`src/sv/hsl2rgb_pkg.sv`:
```
// Shared types, constants and helpers of the HSL to RGB pixel core.
`default_nettype none

package hsl2rgb_pkg;

	localparam int FRAC_BITS = 16;
	localparam int FX_W      = FRAC_BITS + 1;
	localparam int H6_W      = FX_W + 2;
	localparam int SECT_W    = 3;
	localparam int CHAN_W    = 8;

	localparam logic [FX_W-1:0] ONE_FX  = FX_W'(1) << FRAC_BITS;
	localparam logic [FX_W-1:0] HALF_FX = FX_W'(1) << (FRAC_BITS - 1);

	typedef logic [FX_W-1:0] fx_t;

	// Hue sectors; the wrap code is a hue of exactly one full turn.
	typedef enum logic [SECT_W-1:0] {
		SEC_R_TO_Y = 3'd0,
		SEC_Y_TO_G = 3'd1,
		SEC_G_TO_C = 3'd2,
		SEC_C_TO_B = 3'd3,
		SEC_B_TO_M = 3'd4,
		SEC_M_TO_R = 3'd5,
		SEC_WRAP   = 3'd6
	} sector_t;

	typedef struct packed {
		fx_t                  lt;
		fx_t                  v;
		fx_t                  m;
		logic [SECT_W-1:0]    sector;
		logic [FRAC_BITS-1:0] frac;
	} chroma_t;

	typedef struct packed {
		fx_t r;
		fx_t g;
		fx_t b;
	} rgb_fx_t;

	typedef struct packed {
		logic [CHAN_W-1:0] r;
		logic [CHAN_W-1:0] g;
		logic [CHAN_W-1:0] b;
	} rgb8_t;

	function automatic fx_t sat_one(input fx_t x);
		return (x > ONE_FX) ? ONE_FX : x;
	endfunction

endpackage

`default_nettype wire

```
`src/sv/hsl2rgb_chroma.sv`:
```
// Two pipeline stages: input clamp and products, then chroma max and min.
`default_nettype none

module hsl2rgb_chroma (
	input  wire logic                   clk,
	input  wire logic                   arst_n,
	input  wire logic                   in_valid,
	output logic                        in_ready,
	input  wire hsl2rgb_pkg::fx_t       hue,
	input  wire hsl2rgb_pkg::fx_t       saturation,
	input  wire hsl2rgb_pkg::fx_t       lightness,
	output logic                        out_valid,
	input  wire logic                   out_ready,
	output hsl2rgb_pkg::chroma_t        out_data
);

	localparam int FB = hsl2rgb_pkg::FRAC_BITS;
	localparam int FW = hsl2rgb_pkg::FX_W;
	localparam int HW = hsl2rgb_pkg::H6_W;

	logic valid_s1, valid_s2, ready_s1, ready_s2;

	hsl2rgb_pkg::fx_t h_c, s_c, l_c;
	logic [2*FW-1:0]  ls_full;
	logic [HW-1:0]    h6_c;

	logic [HW-1:0]    h6_s1;
	hsl2rgb_pkg::fx_t s_s1, l_s1, prod_s1;

	logic [FW+1:0]    vsum;
	hsl2rgb_pkg::fx_t v_c, m_c;
	logic [FW:0]      twice, m_raw;

	hsl2rgb_pkg::chroma_t chroma_s2;

	assign ready_s2 = !valid_s2 || out_ready;
	assign ready_s1 = !valid_s1 || ready_s2;
	assign in_ready = ready_s1;

	// Stage 1: clamp to one, lightness times saturation, hue times six.
	always_comb begin
		h_c     = hsl2rgb_pkg::sat_one(hue);
		s_c     = hsl2rgb_pkg::sat_one(saturation);
		l_c     = hsl2rgb_pkg::sat_one(lightness);
		ls_full = (2*FW)'(l_c) * (2*FW)'(s_c);
		h6_c    = (HW'(h_c) << 2) + (HW'(h_c) << 1);
	end

	always_ff @(posedge clk or negedge arst_n) begin
		if (!arst_n) begin
			valid_s1 <= 1'b0;
		end else if (ready_s1) begin
			valid_s1 <= in_valid;
		end
	end

	always_ff @(posedge clk) begin
		if (in_valid && ready_s1) begin
			h6_s1   <= h6_c;
			s_s1    <= s_c;
			l_s1    <= l_c;
			prod_s1 <= ls_full[FB+FW-1:FB];
		end
	end

	// Stage 2: chroma maximum v and minimum m = 2L - v, clamped to [0, v].
	always_comb begin
		if (l_s1 <= hsl2rgb_pkg::HALF_FX) begin
			vsum = (FW+2)'(l_s1) + (FW+2)'(prod_s1);
		end else begin
			vsum = (FW+2)'(l_s1) + (FW+2)'(s_s1) - (FW+2)'(prod_s1);
		end
		v_c   = (vsum > (FW+2)'(hsl2rgb_pkg::ONE_FX)) ? hsl2rgb_pkg::ONE_FX : vsum[FW-1:0];
		twice = {l_s1, 1'b0};
		m_raw = (twice > (FW+1)'(v_c)) ? (twice - (FW+1)'(v_c)) : '0;
		m_c   = (m_raw > (FW+1)'(v_c)) ? v_c : m_raw[FW-1:0];
	end

	always_ff @(posedge clk or negedge arst_n) begin
		if (!arst_n) begin
			valid_s2 <= 1'b0;
		end else if (ready_s2) begin
			valid_s2 <= valid_s1;
		end
	end

	always_ff @(posedge clk) begin
		if (valid_s1 && ready_s2) begin
			chroma_s2.lt     <= l_s1;
			chroma_s2.v      <= v_c;
			chroma_s2.m      <= m_c;
			chroma_s2.sector <= h6_s1[HW-1:FB];
			chroma_s2.frac   <= h6_s1[FB-1:0];
		end
	end

	assign out_valid = valid_s2;
	assign out_data  = chroma_s2;

endmodule

`default_nettype wire

```
`src/sv/hsl2rgb_sector.sv`:
```
// Two pipeline stages: hue interpolation product, then sector channel select.
`default_nettype none

module hsl2rgb_sector (
	input  wire logic                   clk,
	input  wire logic                   arst_n,
	input  wire logic                   in_valid,
	output logic                        in_ready,
	input  wire hsl2rgb_pkg::chroma_t   in_data,
	output logic                        out_valid,
	input  wire logic                   out_ready,
	output hsl2rgb_pkg::rgb_fx_t        out_data
);

	localparam int FB = hsl2rgb_pkg::FRAC_BITS;
	localparam int FW = hsl2rgb_pkg::FX_W;
	localparam int PW = FW + FB;

	logic valid_s3, valid_s4, ready_s3, ready_s4;

	hsl2rgb_pkg::fx_t     diff;
	logic [PW-1:0]        span_prod;
	hsl2rgb_pkg::fx_t     vs0_s3;
	hsl2rgb_pkg::chroma_t chroma_s3;

	hsl2rgb_pkg::fx_t     c1, c2;
	hsl2rgb_pkg::rgb_fx_t pix_c, pix_s4;

	assign ready_s4 = !valid_s4 || out_ready;
	assign ready_s3 = !valid_s3 || ready_s4;
	assign in_ready = ready_s3;

	// Stage 3: vs0 = ((v - m) * frac) >> FRAC_BITS.
	always_comb begin
		diff      = in_data.v - in_data.m;
		span_prod = PW'(diff) * PW'(in_data.frac);
	end

	always_ff @(posedge clk or negedge arst_n) begin
		if (!arst_n) begin
			valid_s3 <= 1'b0;
		end else if (ready_s3) begin
			valid_s3 <= in_valid;
		end
	end

	always_ff @(posedge clk) begin
		if (in_valid && ready_s3) begin
			vs0_s3    <= span_prod[PW-1:FB];
			chroma_s3 <= in_data;
		end
	end

	// Stage 4: rising and falling ramps, routed to channels by sector.
	always_comb begin
		c1    = chroma_s3.m + vs0_s3;
		c2    = chroma_s3.v - vs0_s3;
		pix_c = '{r: chroma_s3.lt, g: chroma_s3.lt, b: chroma_s3.lt};
		if (chroma_s3.v != '0) begin
			unique case (hsl2rgb_pkg::sector_t'(chroma_s3.sector))
				hsl2rgb_pkg::SEC_R_TO_Y: pix_c = '{r: chroma_s3.v, g: c1, b: chroma_s3.m};
				hsl2rgb_pkg::SEC_Y_TO_G: pix_c = '{r: c2, g: chroma_s3.v, b: chroma_s3.m};
				hsl2rgb_pkg::SEC_G_TO_C: pix_c = '{r: chroma_s3.m, g: chroma_s3.v, b: c1};
				hsl2rgb_pkg::SEC_C_TO_B: pix_c = '{r: chroma_s3.m, g: c2, b: chroma_s3.v};
				hsl2rgb_pkg::SEC_B_TO_M: pix_c = '{r: c1, g: chroma_s3.m, b: chroma_s3.v};
				hsl2rgb_pkg::SEC_M_TO_R: pix_c = '{r: chroma_s3.v, g: chroma_s3.m, b: c2};
				default: pix_c = '{r: chroma_s3.lt, g: chroma_s3.lt, b: chroma_s3.lt};
			endcase
		end
	end

	always_ff @(posedge clk or negedge arst_n) begin
		if (!arst_n) begin
			valid_s4 <= 1'b0;
		end else if (ready_s4) begin
			valid_s4 <= valid_s3;
		end
	end

	always_ff @(posedge clk) begin
		if (valid_s3 && ready_s4) begin
			pix_s4 <= pix_c;
		end
	end

	assign out_valid = valid_s4;
	assign out_data  = pix_s4;

endmodule

`default_nettype wire

```
`src/sv/hsl2rgb_quant.sv`:
```
// Output stage: scales each channel fraction to a byte and holds the result.
`default_nettype none

module hsl2rgb_quant (
	input  wire logic                   clk,
	input  wire logic                   arst_n,
	input  wire logic                   in_valid,
	output logic                        in_ready,
	input  wire hsl2rgb_pkg::rgb_fx_t   in_data,
	output logic                        out_valid,
	input  wire logic                   out_ready,
	output hsl2rgb_pkg::rgb8_t          out_data
);

	localparam int FB = hsl2rgb_pkg::FRAC_BITS;
	localparam int FW = hsl2rgb_pkg::FX_W;
	localparam int CW = hsl2rgb_pkg::CHAN_W;
	localparam int SW = FW + CW;

	logic valid_s5, ready_s5;
	logic [SW-1:0] r_sc, g_sc, b_sc;
	hsl2rgb_pkg::rgb8_t byte_s5;

	assign ready_s5 = !valid_s5 || out_ready;
	assign in_ready = ready_s5;

	// x * 255 as a shift and subtract; channels never exceed one here.
	always_comb begin
		r_sc = (SW'(in_data.r) << CW) - SW'(in_data.r);
		g_sc = (SW'(in_data.g) << CW) - SW'(in_data.g);
		b_sc = (SW'(in_data.b) << CW) - SW'(in_data.b);
	end

	always_ff @(posedge clk or negedge arst_n) begin
		if (!arst_n) begin
			valid_s5 <= 1'b0;
		end else if (ready_s5) begin
			valid_s5 <= in_valid;
		end
	end

	always_ff @(posedge clk) begin
		if (in_valid && ready_s5) begin
			byte_s5.r <= r_sc[FB+CW-1:FB];
			byte_s5.g <= g_sc[FB+CW-1:FB];
			byte_s5.b <= b_sc[FB+CW-1:FB];
		end
	end

	assign out_valid = valid_s5;
	assign out_data  = byte_s5;

endmodule

`default_nettype wire

```
`src/sv/hsl_to_rgb_pixel_core.sv`:
```
// An accepted beat passes stages s1 to s5 in order; every stage carries its own valid bit.
// Throughput: one pixel per clock unless the output stalls; every stage fills bubbles.
// The rate is set by the five-stage pipeline, each stage holding at most one multiplier.
// Reset: arst_n clears all valid bits asynchronously; data registers are not reset.
// While a result waits, input beats keep flowing until all five stages hold a beat.
`default_nettype none

module hsl_to_rgb_pixel_core (
	input  wire logic        clk,
	input  wire logic        arst_n,
	input  wire logic        s_axis_tvalid,
	output logic             s_axis_tready,
	input  wire logic [55:0] s_axis_tdata,  // hue[16:0], saturation[33:17], lightness[50:34], zero
	output logic             m_axis_tvalid,
	input  wire logic        m_axis_tready,
	output logic [23:0]      m_axis_tdata   // red[7:0], green[15:8], blue[23:16]
);

	localparam int FW = hsl2rgb_pkg::FX_W;
	localparam int CW = hsl2rgb_pkg::CHAN_W;

	// Stage boundaries between the three units.
	logic                 chroma_valid, chroma_ready;
	hsl2rgb_pkg::chroma_t chroma_data;
	logic                 pix_valid, pix_ready;
	hsl2rgb_pkg::rgb_fx_t pix_data;
	hsl2rgb_pkg::rgb8_t   out_pix;

	// Stages one and two: clamp inputs, form the chroma maximum and minimum,
	// and split hue times six into a sector and a fraction.
	hsl2rgb_chroma u_chroma (
		.clk        (clk),
		.arst_n     (arst_n),
		.in_valid   (s_axis_tvalid),
		.in_ready   (s_axis_tready),
		.hue        (s_axis_tdata[FW-1:0]),
		.saturation (s_axis_tdata[2*FW-1:FW]),
		.lightness  (s_axis_tdata[3*FW-1:2*FW]),
		.out_valid  (chroma_valid),
		.out_ready  (chroma_ready),
		.out_data   (chroma_data)
	);

	// Stages three and four: interpolate within the sector and route the
	// maximum, minimum and ramp values to red, green and blue. A zero
	// maximum or a hue of a full turn gives gray at the lightness.
	hsl2rgb_sector u_sector (
		.clk       (clk),
		.arst_n    (arst_n),
		.in_valid  (chroma_valid),
		.in_ready  (chroma_ready),
		.in_data   (chroma_data),
		.out_valid (pix_valid),
		.out_ready (pix_ready),
		.out_data  (pix_data)
	);

	// Stage five: scale each channel to 0..255 with truncation; this is
	// also the output register seen on the master side.
	hsl2rgb_quant u_quant (
		.clk       (clk),
		.arst_n    (arst_n),
		.in_valid  (pix_valid),
		.in_ready  (pix_ready),
		.in_data   (pix_data),
		.out_valid (m_axis_tvalid),
		.out_ready (m_axis_tready),
		.out_data  (out_pix)
	);

	assign m_axis_tdata = {out_pix.b, out_pix.g, out_pix.r};

	// Compile-time sanity: the byte layout above assumes three channels.
	localparam int OUT_W = 3 * CW;
	if (OUT_W != 24) begin : g_bad_width
		$error("output beat width mismatch");
	end

endmodule

`default_nettype wire

```
`config.mk`:
```
export PLATFORM = sky130hd
export DESIGN_NAME = hsl_to_rgb_pixel_core
export DESIGN_NICKNAME = d
export VERILOG_FILES = /design/src/sv/hsl2rgb_pkg.sv /design/src/sv/hsl2rgb_chroma.sv /design/src/sv/hsl2rgb_sector.sv /design/src/sv/hsl2rgb_quant.sv /design/src/sv/hsl_to_rgb_pixel_core.sv
export SDC_FILE = /design/constraint.sdc
export NUM_CORES = 2
export LEC_CHECK = 0
export ABC_AREA = 1
export ABC_CLOCK_PERIOD_IN_PS = 23300
export BUFFER_PORTS_ARGS = -buffer_cell sky130_fd_sc_hd__buf_2
export CAP_MARGIN = 40
export CORE_MARGIN = 5
export CORE_UTILIZATION = 40
export CTS_CLUSTER_DIAMETER = 30
export DETAILED_ROUTE_END_ITERATION = 10
export GPL_TIMING_DRIVEN = 0
export PLACE_DENSITY = 0.58
export SETUP_SLACK_MARGIN = 0.15
export SLEW_MARGIN = 15
export SYNTH_ARGS = -nofsm -noshare
export SYNTH_HDL_FRONTEND = slang
export SYNTH_SLANG_ARGS = --single-unit
```
`constraint.sdc`:
```
create_clock -name clk -period 23.3 [get_ports clk]
set_input_delay 1.165 -clock clk [delete_from_list [all_inputs] [get_ports clk]]
set_output_delay 1.165 -clock clk [all_outputs]
set_load 0.05 [all_outputs]
```
==> metrics <==
status=complete, no violations; CTS Buffer Depth=3; count of pins over their slew limit=0; unrepaired setup endpoints after global routing=no; # DRC=0; most common cell after layout, fill and taps aside=nand2_1; antenna cells=0; Synth Flop Type=edfxtp_1; clk_lat worst skew=0.64 ns; die height=about 310 um; Post-CTS Hold Buffers=0; dpl hpwl=86700 um; Worst Setup Path Type=flop to flop; DRT antenna net count=0; placed cells=5643; Slowest-stage cell, CP=edfxtp_1; register area share after synthesis=23.7%; synth warn=0; I/O Pins=86; Final Hold Vio Count=0; layout cells sized above 1=5.74%; Max Clk Rate=about 0.10 GHz; initial antenna violation count=0; R2R Path Start=u_chroma.l_s1[0]; Layout Skew=0.0651 ns; die width=312 um; Max-Cap Viols=0; first-pass GRT wire length=163000 um; crit path time final=9.62 ns; setup TNS=0 ns; Worst setup SP type=flop; data arrival time of the critical path=9.93 ns; Initial DRT Pass Iterations=6; GR Overflow Total=0; Final GP Congestion=0.941; Tot GR Track Use=21.2%; slowest stage delay, CP=~0.60 ns; Yosys cell types=62; Starting Density=between 40% and 50%; Clock Pin Slew Worst Setup and Hold Paths=0.05 ns; number of synthesized flops with an enable pin=284; Final Routed Wirelength=104000 um; CTS Buf Count=54; Post-Syn Area per Cell=around 8.4 sq um; WL/cell=between 15 and 20 um; Post-CTS Resized=0; Setup-failing EPs final=0; number of buffers added on ports=around 80; layout net count=about 5400; total number of vias=29200; postcts setup bufs=0; most used cell, CP=nand2_1; Post-Syn Instances=4377; fin cells=5739; H-Tree Depth=2; row cnt=110; First DRT Iteration DRCs=1975; CP Max Fanout=10; Setup crit end kind=flop; worst-margin pin slew=about 0.9 ns; Async SR Flop Fraction=1.73%; area grow syn2layout=10.5%; CP required=23.60 ns; relative slew slack=39.6%; Synth Register Bits=289; core area=90400 sq um; CTS tree=yes; clock root buffer=clkbuf_16; largest net degree at the start of global routing=61; CTS sink cnt=around 290; most frequent cells in the layout=nand2_1 (987), inv_1 (898), fa_1 (422); Tcrit/Tclk final=41.3%; vias in the first global route=29800; Die ar.=97500 sq um; Hold WC Path Type=primary input to asynchronous set/reset pin; syn_nets=5243; vias per cell=just over 5; Worst Setup SP=u_chroma.l_s1[0]; mapped cell area=36600 sq um
[area by class of cell]
type / instances / area, sq um
Buffer: 100 / 427
Clock buffer: 58 / 1370
Clock inverter: 38 / 414
Fill cell: 8942 / 50000
Inverter: 918 / 3450
Multi-Input combinational cell: 3070 / 24100
Sequential cell: 289 / 8650
Tap cell: 1176 / 1470
Timing Repair Buffer: 90 / 566
[cells in the mapped netlist (4+ instances only)]
cell | instances | area share, %
o22ai_1 | 7 | 0.12
a21oi_1 | 209 | 2.9
nand3_1 | 178 | 2.4
nand3_2 | 7 | 0.19
dfrtp_1 | 5 | 0.34
nor2_2 | 8 | 0.14
clkbuf_1 | 82 | 0.84
o21ai_1 | 7 | 0.096
nand2_1 | 987 | 10
nand4_1 | 26 | 0.44
nand3b_1 | 4 | 0.082
a221oi_1 | 23 | 0.55
o211ai_1 | 12 | 0.25
o21ai_0 | 113 | 1.5
o21bai_1 | 10 | 0.21
nor2_1 | 360 | 3.7
or2_2 | 18 | 0.31
o21ai_2 | 13 | 0.31
clkinv_1 | 12 | 0.12
fa_1 | 422 | 23
nor3_1 | 32 | 0.44
inv_1 | 900 | 9.2
buf_1 | 9 | 0.092
xnor2_1 | 36 | 0.86
nor4_1 | 22 | 0.38
buf_2 | 4 | 0.055
nand2_2 | 10 | 0.17
inv_2 | 5 | 0.051
or2_1 | 5 | 0.086
a21o_1 | 12 | 0.25
a211oi_1 | 4 | 0.082
o2111ai_1 | 16 | 0.38
ha_1 | 384 | 13
xor2_1 | 91 | 2.2
o221ai_1 | 7 | 0.17
edfxtp_1 | 284 | 23
a31oi_1 | 5 | 0.086
o21a_1 | 4 | 0.082
nor3b_1 | 8 | 0.16
[worst paths after layout]
path,endpoint,slack [ns],cells past startpoint
max in group asynchronous,u_quant.out_valid,22.80,1
min reg2reg,u_sector.chroma_s3[63],0.40,0
min,u_chroma.valid_s1,0.36,1
min in group clk,u_sector.chroma_s3[63],0.40,0
max,u_chroma.out_data[20],13.68,52
max reg2reg,u_chroma.out_data[20],13.68,52
[stage by stage]
stage	instance area [sq um]	utilization, %	setup WS [ns]	hold slack [ns]
after floorplan	36600	-	15.47	0.400
after global placement	38400	42.5	13.82	0.400
after detailed placement	38600	42.7	13.74	0.405
after CTS	40400	44.7	13.71	0.324
after global routing	40400	44.7	12.86	0.341
final	40400	44.7	13.68	0.363
[metal layers]
metal	share of wire, %	vias up	track usage, %
li1	-	14100	-
met1	43	13900	28.1
met2	47	857	35.2
met3	5.8	224	3.01
met4	4.6	0	8.50
met5	0	-	0
[kinds of logic after synthesis]
kind of cell / after synthesis / synth area share (%)
adders and majority gates: 806 / 36.3
DFF: 289 / 23.7
and+or+nand+nor: 1676 / 19.0
buffers and inverters: 1018 / 10.6
AOI/OAI and AO/OA: 461 / 7.48
xor gates and xnor gates: 127 / 3.04
[worst max-delay path, delay by kind of cell (launching register included)]
family	cells	cell delay, ns
fa+ha+maj	5	1.82
xor+xnor	1	0.17
buf+inv	10	1.16
flops	1	0.60
compound gates	14	2.40
simple gates	22	3.18
[sequential cells by signal, indices dropped and copies added, names as in the netlist]
register / flops
u_sector.valid_s3: 1
u_chroma.out_data: 69
u_sector.chroma_s3: 54
u_chroma.l_s1: 17
u_quant.out_valid: 1
u_sector.out_data: 51
u_chroma.prod_s1: 17
u_sector.vs0_s3: 17
u_chroma.valid_s1: 1
u_chroma.out_valid: 1
u_quant.out_data: 24
u_chroma.h6_s1: 18
u_sector.out_valid: 1
u_chroma.s_s1: 17
Power is left out: the tool's default activity adds up to more than one toggle a clock period on the data nets, which glitch-free logic cannot reach.
